[config.mk]
export PLATFORM = sky130hd
export DESIGN_NAME = websocket_frame_decoder_unit
export DESIGN_NICKNAME = d
export VERILOG_FILES = /design/src/design/wsfd_pkg.sv /design/src/design/websocket_frame_decoder_unit.sv
export SDC_FILE = /design/constraint.sdc
export NUM_CORES = 1
export LEC_CHECK = 0
export BUFFER_PORTS_ARGS = -buffer_cell sky130_fd_sc_hd__buf_2
export CELL_PAD_IN_SITES_DETAIL_PLACEMENT = 1
export CELL_PAD_IN_SITES_GLOBAL_PLACEMENT = 1
export CORE_ASPECT_RATIO = 0.6
export CORE_MARGIN = 5
export CORE_UTILIZATION = 25
export CTS_CLUSTER_SIZE = 10
export DETAILED_ROUTE_END_ITERATION = 8
export PLACE_DENSITY_LB_ADDON = 0.1
export SYNTH_ARGS = -nofsm -noshare
export SYNTH_HDL_FRONTEND = slang
export SYNTH_SLANG_ARGS = --single-unit
[constraint.sdc]
create_clock -name clk -period 3.7 [get_ports clk]
set_input_delay 0.185 -clock clk [delete_from_list [all_inputs] [get_ports clk]]
set_output_delay 0.185 -clock clk [all_outputs]
set_load 0.02 [all_outputs]
[src/design/wsfd_pkg.sv]
package wsfd_pkg;

  localparam logic [3:0] OP_TEXT   = 4'h1;
  localparam logic [3:0] OP_BINARY = 4'h2;
  localparam logic [3:0] OP_CLOSE  = 4'h8;
  localparam logic [3:0] OP_PING   = 4'h9;
  localparam logic [3:0] OP_PONG   = 4'hA;

  localparam logic [2:0] CLS_TEXT    = 3'd0;
  localparam logic [2:0] CLS_BINARY  = 3'd1;
  localparam logic [2:0] CLS_CLOSE   = 3'd2;
  localparam logic [2:0] CLS_PING    = 3'd3;
  localparam logic [2:0] CLS_PONG    = 3'd4;
  localparam logic [2:0] CLS_UNKNOWN = 3'd5;

  localparam logic [6:0] LEN_EXT16 = 7'd126;
  localparam logic [6:0] LEN_EXT64 = 7'd127;

  typedef enum logic [4:0] {
    PH_HDR0 = 5'b00001,
    PH_HDR1 = 5'b00010,
    PH_EXT  = 5'b00100,
    PH_KEY  = 5'b01000,
    PH_DATA = 5'b10000
  } phase_t;

  typedef struct packed {
    logic       has_data;
    logic [7:0] data_byte;
    logic [2:0] frame_class;
    logic       frame_last;
    logic       fin_flag;
    logic       closing;
  } res_t;

  function automatic logic [2:0] class_of(input logic [3:0] opcode);
    logic [2:0] cls;
    unique case (opcode)
      OP_TEXT:   cls = CLS_TEXT;
      OP_BINARY: cls = CLS_BINARY;
      OP_CLOSE:  cls = CLS_CLOSE;
      OP_PING:   cls = CLS_PING;
      OP_PONG:   cls = CLS_PONG;
      default:   cls = CLS_UNKNOWN;
    endcase
    return cls;
  endfunction

endpackage

[src/design/websocket_frame_decoder_unit.sv]
// WebSocket (RFC 6455) receive-side frame parser. One received byte is taken per clock on
// the rx channel while rx_ready is high; header, extended length and masking key bytes
// are absorbed, and each text, binary, ping or pong payload byte gives one unmasked
// result on the res channel, with frame_last on the frame's final byte. A close frame
// gives a single end result and sets closing until reset; a zero-length frame gives one
// empty end result; frames with other opcodes give nothing. Each byte is decoded in the
// cycle it is accepted and its result is registered.
// A two-entry output register keeps rx_ready high while one result waits; rx_ready drops
// only when both entries are full.
module websocket_frame_decoder_unit
  import wsfd_pkg::*;
(
  input  logic       clk,
  input  logic       rst,
  input  logic       rx_valid,
  output logic       rx_ready,
  input  logic [7:0] rx_byte,
  output logic       res_valid,
  input  logic       res_ready,
  output logic       has_data,
  output logic [7:0] data_byte,
  output logic [2:0] frame_class,
  output logic       frame_last,
  output logic       fin_flag,
  output logic       closing
);

  phase_t      phase, phase_next;
  logic [7:0]  header_first, header_first_next;
  logic        masked, masked_next;
  logic [2:0]  ext_index, ext_index_next;
  logic [63:0] remaining, remaining_next;
  logic [31:0] mask_key, mask_key_next;
  logic [1:0]  key_pos, key_pos_next;
  logic        close_latched, close_latched_next;

  logic        emit;
  res_t        res;
  logic        hdr_done;
  logic [63:0] hdr_rem;
  logic [2:0]  cls;
  logic [7:0]  key_byte;
  logic        last;

  res_t        main_res, skid_res;
  logic        skid_valid;
  logic        accept, push, pop;

  assign accept = rx_valid && rx_ready;
  assign rx_ready = !skid_valid;

  always_comb begin
    phase_next         = phase;
    header_first_next  = header_first;
    masked_next        = masked;
    ext_index_next     = ext_index;
    remaining_next     = remaining;
    mask_key_next      = mask_key;
    key_pos_next       = key_pos;
    close_latched_next = close_latched;
    hdr_done           = 1'b0;
    hdr_rem            = remaining;
    emit               = 1'b0;
    res                = '0;
    cls                = class_of(header_first[3:0]);
    last               = (remaining == 64'd1);
    unique case (key_pos)
      2'd0:    key_byte = mask_key[31:24];
      2'd1:    key_byte = mask_key[23:16];
      2'd2:    key_byte = mask_key[15:8];
      default: key_byte = mask_key[7:0];
    endcase

    unique case (phase)
      PH_HDR1: begin
        masked_next   = rx_byte[7];
        key_pos_next  = 2'd0;
        mask_key_next = '0;
        if (rx_byte[6:0] == LEN_EXT16) begin
          remaining_next = '0;
          ext_index_next = 3'd1;
          phase_next     = PH_EXT;
        end else if (rx_byte[6:0] == LEN_EXT64) begin
          remaining_next = '0;
          ext_index_next = 3'd7;
          phase_next     = PH_EXT;
        end else begin
          remaining_next = {57'd0, rx_byte[6:0]};
          hdr_rem        = remaining_next;
          if (rx_byte[7]) begin
            phase_next = PH_KEY;
          end else begin
            hdr_done = 1'b1;
          end
        end
      end
      PH_EXT: begin
        remaining_next = {remaining[55:0], rx_byte};
        hdr_rem        = remaining_next;
        if (ext_index != 3'd0) begin
          ext_index_next = ext_index - 3'd1;
        end else if (masked) begin
          phase_next = PH_KEY;
        end else begin
          hdr_done = 1'b1;
        end
      end
      PH_KEY: begin
        mask_key_next = {mask_key[23:0], rx_byte};
        if (key_pos != 2'd3) begin
          key_pos_next = key_pos + 2'd1;
        end else begin
          hdr_done = 1'b1;
        end
      end
      PH_DATA: begin
        key_pos_next   = key_pos + 2'd1;
        remaining_next = remaining - 64'd1;
        if (last) begin
          phase_next = PH_HDR0;
        end
        res.fin_flag    = header_first[7];
        res.frame_class = cls;
        if (cls == CLS_CLOSE) begin
          if (last) begin
            close_latched_next = 1'b1;
            emit               = 1'b1;
            res.frame_last     = 1'b1;
          end
        end else if (cls != CLS_UNKNOWN) begin
          emit           = 1'b1;
          res.has_data   = 1'b1;
          res.data_byte  = masked ? (rx_byte ^ key_byte) : rx_byte;
          res.frame_last = last;
        end
      end
      default: begin
        header_first_next = rx_byte;
        phase_next        = PH_HDR1;
      end
    endcase

    // header complete: start payload or close off an empty frame
    if (hdr_done) begin
      key_pos_next = 2'd0;
      if (hdr_rem != 64'd0) begin
        phase_next = PH_DATA;
      end else begin
        phase_next      = PH_HDR0;
        res.fin_flag    = header_first[7];
        res.frame_class = cls;
        res.frame_last  = 1'b1;
        if (cls == CLS_CLOSE) begin
          close_latched_next = 1'b1;
        end
        emit = (cls != CLS_UNKNOWN);
      end
    end
    res.closing = close_latched_next;
  end

  always_ff @(posedge clk) begin
    if (rst) begin
      phase         <= PH_HDR0;
      header_first  <= '0;
      masked        <= 1'b0;
      ext_index     <= '0;
      remaining     <= '0;
      mask_key      <= '0;
      key_pos       <= '0;
      close_latched <= 1'b0;
    end else if (accept) begin
      phase         <= phase_next;
      header_first  <= header_first_next;
      masked        <= masked_next;
      ext_index     <= ext_index_next;
      remaining     <= remaining_next;
      mask_key      <= mask_key_next;
      key_pos       <= key_pos_next;
      close_latched <= close_latched_next;
    end
  end

  // two-entry result buffer
  assign push = accept && emit;
  assign pop  = res_valid && res_ready;

  always_ff @(posedge clk) begin
    if (rst) begin
      res_valid  <= 1'b0;
      skid_valid <= 1'b0;
    end else if (pop) begin
      if (skid_valid) begin
        skid_valid <= 1'b0;
      end else begin
        res_valid <= push;
      end
    end else if (!res_valid) begin
      res_valid <= push;
    end else if (push) begin
      skid_valid <= 1'b1;
    end
  end

  always_ff @(posedge clk) begin
    if (pop && skid_valid) begin
      main_res <= skid_res;
    end else if (push && (pop || !res_valid)) begin
      main_res <= res;
    end
    if (push && res_valid && !pop) begin
      skid_res <= res;
    end
  end

  assign has_data    = main_res.has_data;
  assign data_byte   = main_res.data_byte;
  assign frame_class = main_res.frame_class;
  assign frame_last  = main_res.frame_last;
  assign fin_flag    = main_res.fin_flag;
  assign closing     = main_res.closing;

endmodule
; After elaboration in Yosys (flattened, before gate mapping)
; Cells that the tools add are included.
[op_classes]
n_mul = 0
n_addsub = 3
n_bitwise = 2
n_lt_le_gt_ge = 0
n_shift = 0
mux = 57
n_reduce_logical = 29
n_div = 0
n_eq_ne = 26
[ops]
columns = operator, n
row1 = $pmux 64 s3, 1
row2 = $mux 64, 2
row3 = $pmux 64 s2, 1
row4 = $eq 64x1->1 const B, 1
row5 = $pmux 32 s2, 1
row6 = $reduce_bool 64->1, 1
row7 = $sub 64x1->64 const B, 1
row8 = $mux 5, 10
row9 = $mux 15, 2
row10 = $pmux 8 s3, 1
row11 = $mux 1, 23
row12 = $pmux 5 s4, 1
row13 = $mux 9, 2
row14 = $ne 3x3->1 const B, 6
row15 = $pmux 3 s5, 1
row16 = $eq 7x7->1 const B, 2
row17 = $mux 14, 1
row18 = $mux 7, 2
row19 = $eq 4x4->1 const B, 3
row20 = $reduce_and 2->1, 5
row21 = $mux 3, 3
row22 = $mux 8, 1
row23 = $ne 2x2->1 const B, 4
row24 = $xor 8x8->8, 1
row25 = 29 further kinds, 41
[word_totals]
reg_bits = 148
ram_bits = 0
output_inout_bits = 17
rom_bits = 0
memories = 0
elab_cells = 139
latchBits = 0
inputBits = 12

; Longest topological paths before layout
[depth]
ltp_word = 12
depth_mapped = 10

; Worst setup path before layout
; Ideal clock, no wire load.
[synth_path]
kind = register to register
startpoint = register remaining[8]
endpoint = register main_res, in the netlist closing (enable)
period_less_slack_ns = 3.713
arrival_ns = 3.321
slack_ns = -0.013
required_time_ns = 3.308
path_stages_with_launch = 10
setup_ns = 0.392
path_cell_list = dfxtp_1 or4_4 or4_1 buf_2 or4_4 o21ai_4 and4_1 buf_4 o211ai_2 a21oi_1
[synth_via]
elab_chain_len = 9
elab_cells_between_ends = 13
[synth_rtl]
columns = element, line
row1 = from (decl), websocket_frame_decoder_unit.sv:32  ; logic [63:0] remaining, remaining_next;
row2 = from (signal assigned), websocket_frame_decoder_unit.sv:177  ; remaining <= remaining_next;
row3 = $mux 64 / $eq 64x1->1 (equally long branches), "websocket_frame_decoder_unit.sv:83, websocket_frame_decoder_unit.sv:66"
row4 = $mux 64 / $mux 1 (equally long branches), "websocket_frame_decoder_unit.sv:79, websocket_frame_decoder_unit.sv:125"
row5 = $pmux 64 s2 / $mux 1 (equally long branches), "websocket_frame_decoder_unit.sv:74, websocket_frame_decoder_unit.sv:124"
row6 = $reduce_bool 64->1 / $mux 1 (equally long branches), "websocket_frame_decoder_unit.sv:146, websocket_frame_decoder_unit.sv:74"
row7 = $mux 1, websocket_frame_decoder_unit.sv:146  ; if (hdr_rem != 64'd0) begin
row8 = $mux 1 *, websocket_frame_decoder_unit.sv:144  ; if (hdr_done) begin
row9 = $logic_and 1x1->1 *, websocket_frame_decoder_unit.sv:185  ; assign push = accept && emit;
row10 = $logic_and 1x1->1 *, websocket_frame_decoder_unit.sv:208  ; end else if (push && (pop || !res_valid)) begin
row11 = $reduce_bool 2->1 (no line) *, --
row12 = to (signal assigned), websocket_frame_decoder_unit.sv:207  ; main_res <= skid_res;
row13 = to (signal assigned), websocket_frame_decoder_unit.sv:209  ; main_res <= res;
row14 = to (decl), websocket_frame_decoder_unit.sv:45  ; res_t main_res, skid_res;
; Every way passes the cells marked *; elsewhere a longest branch is shown, timed or not.
; A chain may end at the register's enable or synchronous reset.

; Worst setup path after layout
[layout_path]
startpoint = register remaining[10]
endpoint = register skid_res[13] (netlist name) (enable)
[layout_via]
elab_chain_len = 9
elab_cells_between_ends = 13
[layout_rtl]
columns = element, line
row1 = $mux 64 / $eq 64x1->1 (equally long branches), "websocket_frame_decoder_unit.sv:83, websocket_frame_decoder_unit.sv:66"
row2 = $mux 64 / $mux 1 (equally long branches), "websocket_frame_decoder_unit.sv:79, websocket_frame_decoder_unit.sv:125"
row3 = $pmux 64 s2 / $mux 1 (equally long branches), "websocket_frame_decoder_unit.sv:74, websocket_frame_decoder_unit.sv:124"
row4 = $reduce_bool 64->1 / $mux 1 (equally long branches), "websocket_frame_decoder_unit.sv:146, websocket_frame_decoder_unit.sv:74"
row5 = $mux 1, websocket_frame_decoder_unit.sv:146
row6 = $mux 1 *, websocket_frame_decoder_unit.sv:144
row7 = $logic_and 1x1->1 *, websocket_frame_decoder_unit.sv:185
row8 = $logic_and 1x1->1 * (2 in a row), websocket_frame_decoder_unit.sv:211  ; if (push && res_valid && !pop) begin
row9 = to (signal assigned), websocket_frame_decoder_unit.sv:212  ; skid_res <= res;
row10 = to (decl), websocket_frame_decoder_unit.sv:45
; Marked as above.

==> key figures <==
Outcome
  – Outcome: finished clean

Cells and area
  – Final Cell Area: 0.009288 mm^2
  – Ant diodes: 0
  – Share of cells above drive strength 1: 0.1316
  – Area Overhead vs Synth: 18.14%
  – Final net count: 1,026
  – Leading cell type in the layout, fill and taps excluded: nor2_1
  – Most frequent cells in the layout: nor2_1, dfxtp_1, nand2_1, o21ai_0, a21oi_1
  – Final non-filler cell total: 1,434

Drt
  – Iter 0 DRT Violations: 616
  – Total number of vias: 7,712
  – 1st-pass router iterations: 5
  – DR vias/cell: 5.378
  – Post-DRT Antenna Nets: 0
  – DRC Markers: 0
  – Post-Route WL: 31,370 um
  – Per-cell routed wire length: 21.88 um

STA
  – Fin crit period: around 3500 ps
  – Slew HR: 0.3825
  – Slew Viols, Final: 0
  – Setup Skew: 7.916 ps
  – Final Hold Fails: 0
  – Total Neg Setup Slack: 0 ps
  – Least-Margin Pin Slew: approximately 920 ps
  – RSZ-0062 raised after global routing: no
  – Fmax: 285.7 MHz
  – Final setup fails: 0
  – Period utilization: 0.9461

Setup path
  – CP Max Fanout: 15
  – Arr. time, crit path: 3630 ps
  – Setup Crit Path Kind: register to register
  – Crit path required time: 3830 ps
  – CP Launch Type: register
  – Crit. End Element: register

CTS
  – Root buffer cell: clkbuf_16
  – Total CTS buffers: 17
  – Post-CTS sizing: 0
  – CTS hold repair buffers: 0
  – Clock buffer depth: 2
  – CTS tree: built
  – Post-CTS Setup Inserts: 0
  – Worst-skew pair later-pin latency: 440 ps
  – Reg clk slew, reported paths: 70 ps
  – CTS H-tree depth: 4
  – Clock sink count: around 150

Global route
  – Number of global-route vias before repair: between 7,000 and 8,000
  – Global-route usage over all layers: 0.1801
  – Largest net degree at the start of global routing: 63
  – First-pass GRT wire length: 49,220 um
  – Initial antenna violation count: 0
  – GRT overflow: 0

Floorplan
  – Row cnt: 50
  – I/O Pins: 29
  – Initial core utilization: 0.2528
  – Die Span Y: 147.4 um
  – Core area: ~0.031 mm^2
  – Die width: 238.9 um
  – Die area: 0.03521 mm^2

Logic synthesis
  – Async SR Flop Fraction: 0
  – Synth Instances: 977
  – Mapped cell area: 0.007861 mm^2
  – EDFF count, synth: 30
  – Syn. warnings: 0
  – Mean area per synthesized cell: 8.046 um^2
  – Mapped Nets: about 1,000
  – Register bit total from synthesis: about 150
  – Synth unique cells: 63
  – Ys flop type: dfxtp_1
  – Seq/Total Area, Yosys: 0.4074

Placed design
  – Placed Cells: 1,402
  – Routability cong.: 0.7747
  – Final HPWL DP: around 22,000 um
  – Dpl cell area: 0.008692 mm^2
  – I/O Buffers: 28

Power and ir drop
  – Power per cell area: about 420 mW/mm^2
  – Leak: about 3.3 nW
  – Worst vdd ir: around 0.00031 V
  – Total power: 0.003876 W

Hold path
  – Type of the most critical hold path: input pin to register

Run
  – Max-cap violations: 0
==> logic make-up after synthesis <==
logic type                 after synthesis  synth area share
and+or+nand+nor                        413            0.2515
AOI/OAI and AO/OA                      297            0.2521
DFF                                    145            0.4074
buffers and inverters                   86           0.04218
xor gates and xnor gates                15           0.01671
muxes                                   12           0.01576
adders and majority gates                9           0.01432
==> worst paths after layout <==
check | startpoint | endpoint | slack [ps] | depth (start not counted)
worst max-delay path | remaining[10]$_SDFFE_PP0P_ | skid_res[13]$_DFFE_PP_ | 200 | 8
worst min-delay path | rx_valid | skid_valid$_SDFFE_PP0P_ | 50 | 3
worst max register to register | remaining[10]$_SDFFE_PP0P_ | skid_res[13]$_DFFE_PP_ | 200 | 8
worst min register to register | remaining[59]$_SDFFE_PP0P_ | remaining[59]$_SDFFE_PP0P_ | 470 | 2
==> through the flow <==
step             util  setup slack, ps  hold slack (ps)
3_5_place_dp   0.2796            244.8            461.9
3_3_place_gp   0.2796            282.7            463.3
5_1_grt        0.2987            62.37            29.51
4_1_cts        0.2987            239.0            23.76
6_report       0.2987            199.3            47.63
2_1_floorplan       -            119.5            328.9
==> state kept, by name (all words and copies together) (netlist names), 2 cells and up <==
| signal | count |
|---|---|
| mask_key | 32 |
| ext_index | 3 |
| phase | 5 |
| header_first | 5 |
| skid_res | 15 |
| remaining | 64 |
| frame_class | 3 |
| key_pos | 2 |
| data_byte | 8 |
==> synth_stat cells, types with 6 or more instances <==
library cell,number,area (um^2)
a21oi_1,56,280.3
a221oi_1,6,52.55
a222oi_1,8,80.08
a22o_1,7,61.31
a22oi_1,49,367.9
a31oi_1,9,56.30
a32o_1,9,90.09
a32oi_1,9,78.83
and3_1,11,68.82
buf_1,7,26.28
clkbuf_1,59,221.5
dfxtp_1,115,2302
edfxtp_1,30,900.9
ha_1,9,112.6
inv_1,17,63.81
mux2i_1,9,90.09
nand2_1,103,386.6
nand2b_1,7,43.79
nand3_1,33,165.2
nand4_1,8,50.05
nor2_1,137,514.2
nor3_1,37,185.2
nor4_1,27,168.9
o21ai_0,80,400.4
o22ai_1,6,37.54
o31ai_1,16,120.1
or3_1,10,62.56
or4_1,7,52.55
xor2_1,12,105.1
==> area by class of cell <==
type | instances | area [um^2]
Clock buffer | 17 | 425.4
Clock inverter | 15 | 170.2
Fill cell | 3715 | 21800
Inverter | 17 | 63.81
Multi-Input combinational cell | 746 | 4362
Sequential cell | 145 | 3203
Tap cell | 416 | 520.5
Timing Repair Buffer | 78 | 543.0
==> critical path, stage by stage (launching register included) <==
cell and delay [ps]:
dfxtp_1 370, or4_4 530, or4_1 580, or4_4 520, nor4_1 410, or2_2 200, o211ai_2 120, nor3b_2 190
buf_4 260
==> metal layers <==
layer | share of wire | up-vias | global-route usage
li1 | - | 3696 | -
met1 | 0.59 | 3816 | 0.3113
met2 | 0.36 | 182 | 0.2184
met3 | 0.050 | 18 | 0.03433
met4 | 0.0078 | 0 | 0.03592
met5 | 0 | - | 0
==> where the power goes <==
group	internal [W]	switching (W)
Combinational	0.000129	0.000288
Sequential	0.00162	0.0000174
Clock	0.00101	0.000809
(Power assumes the default switching activity.)
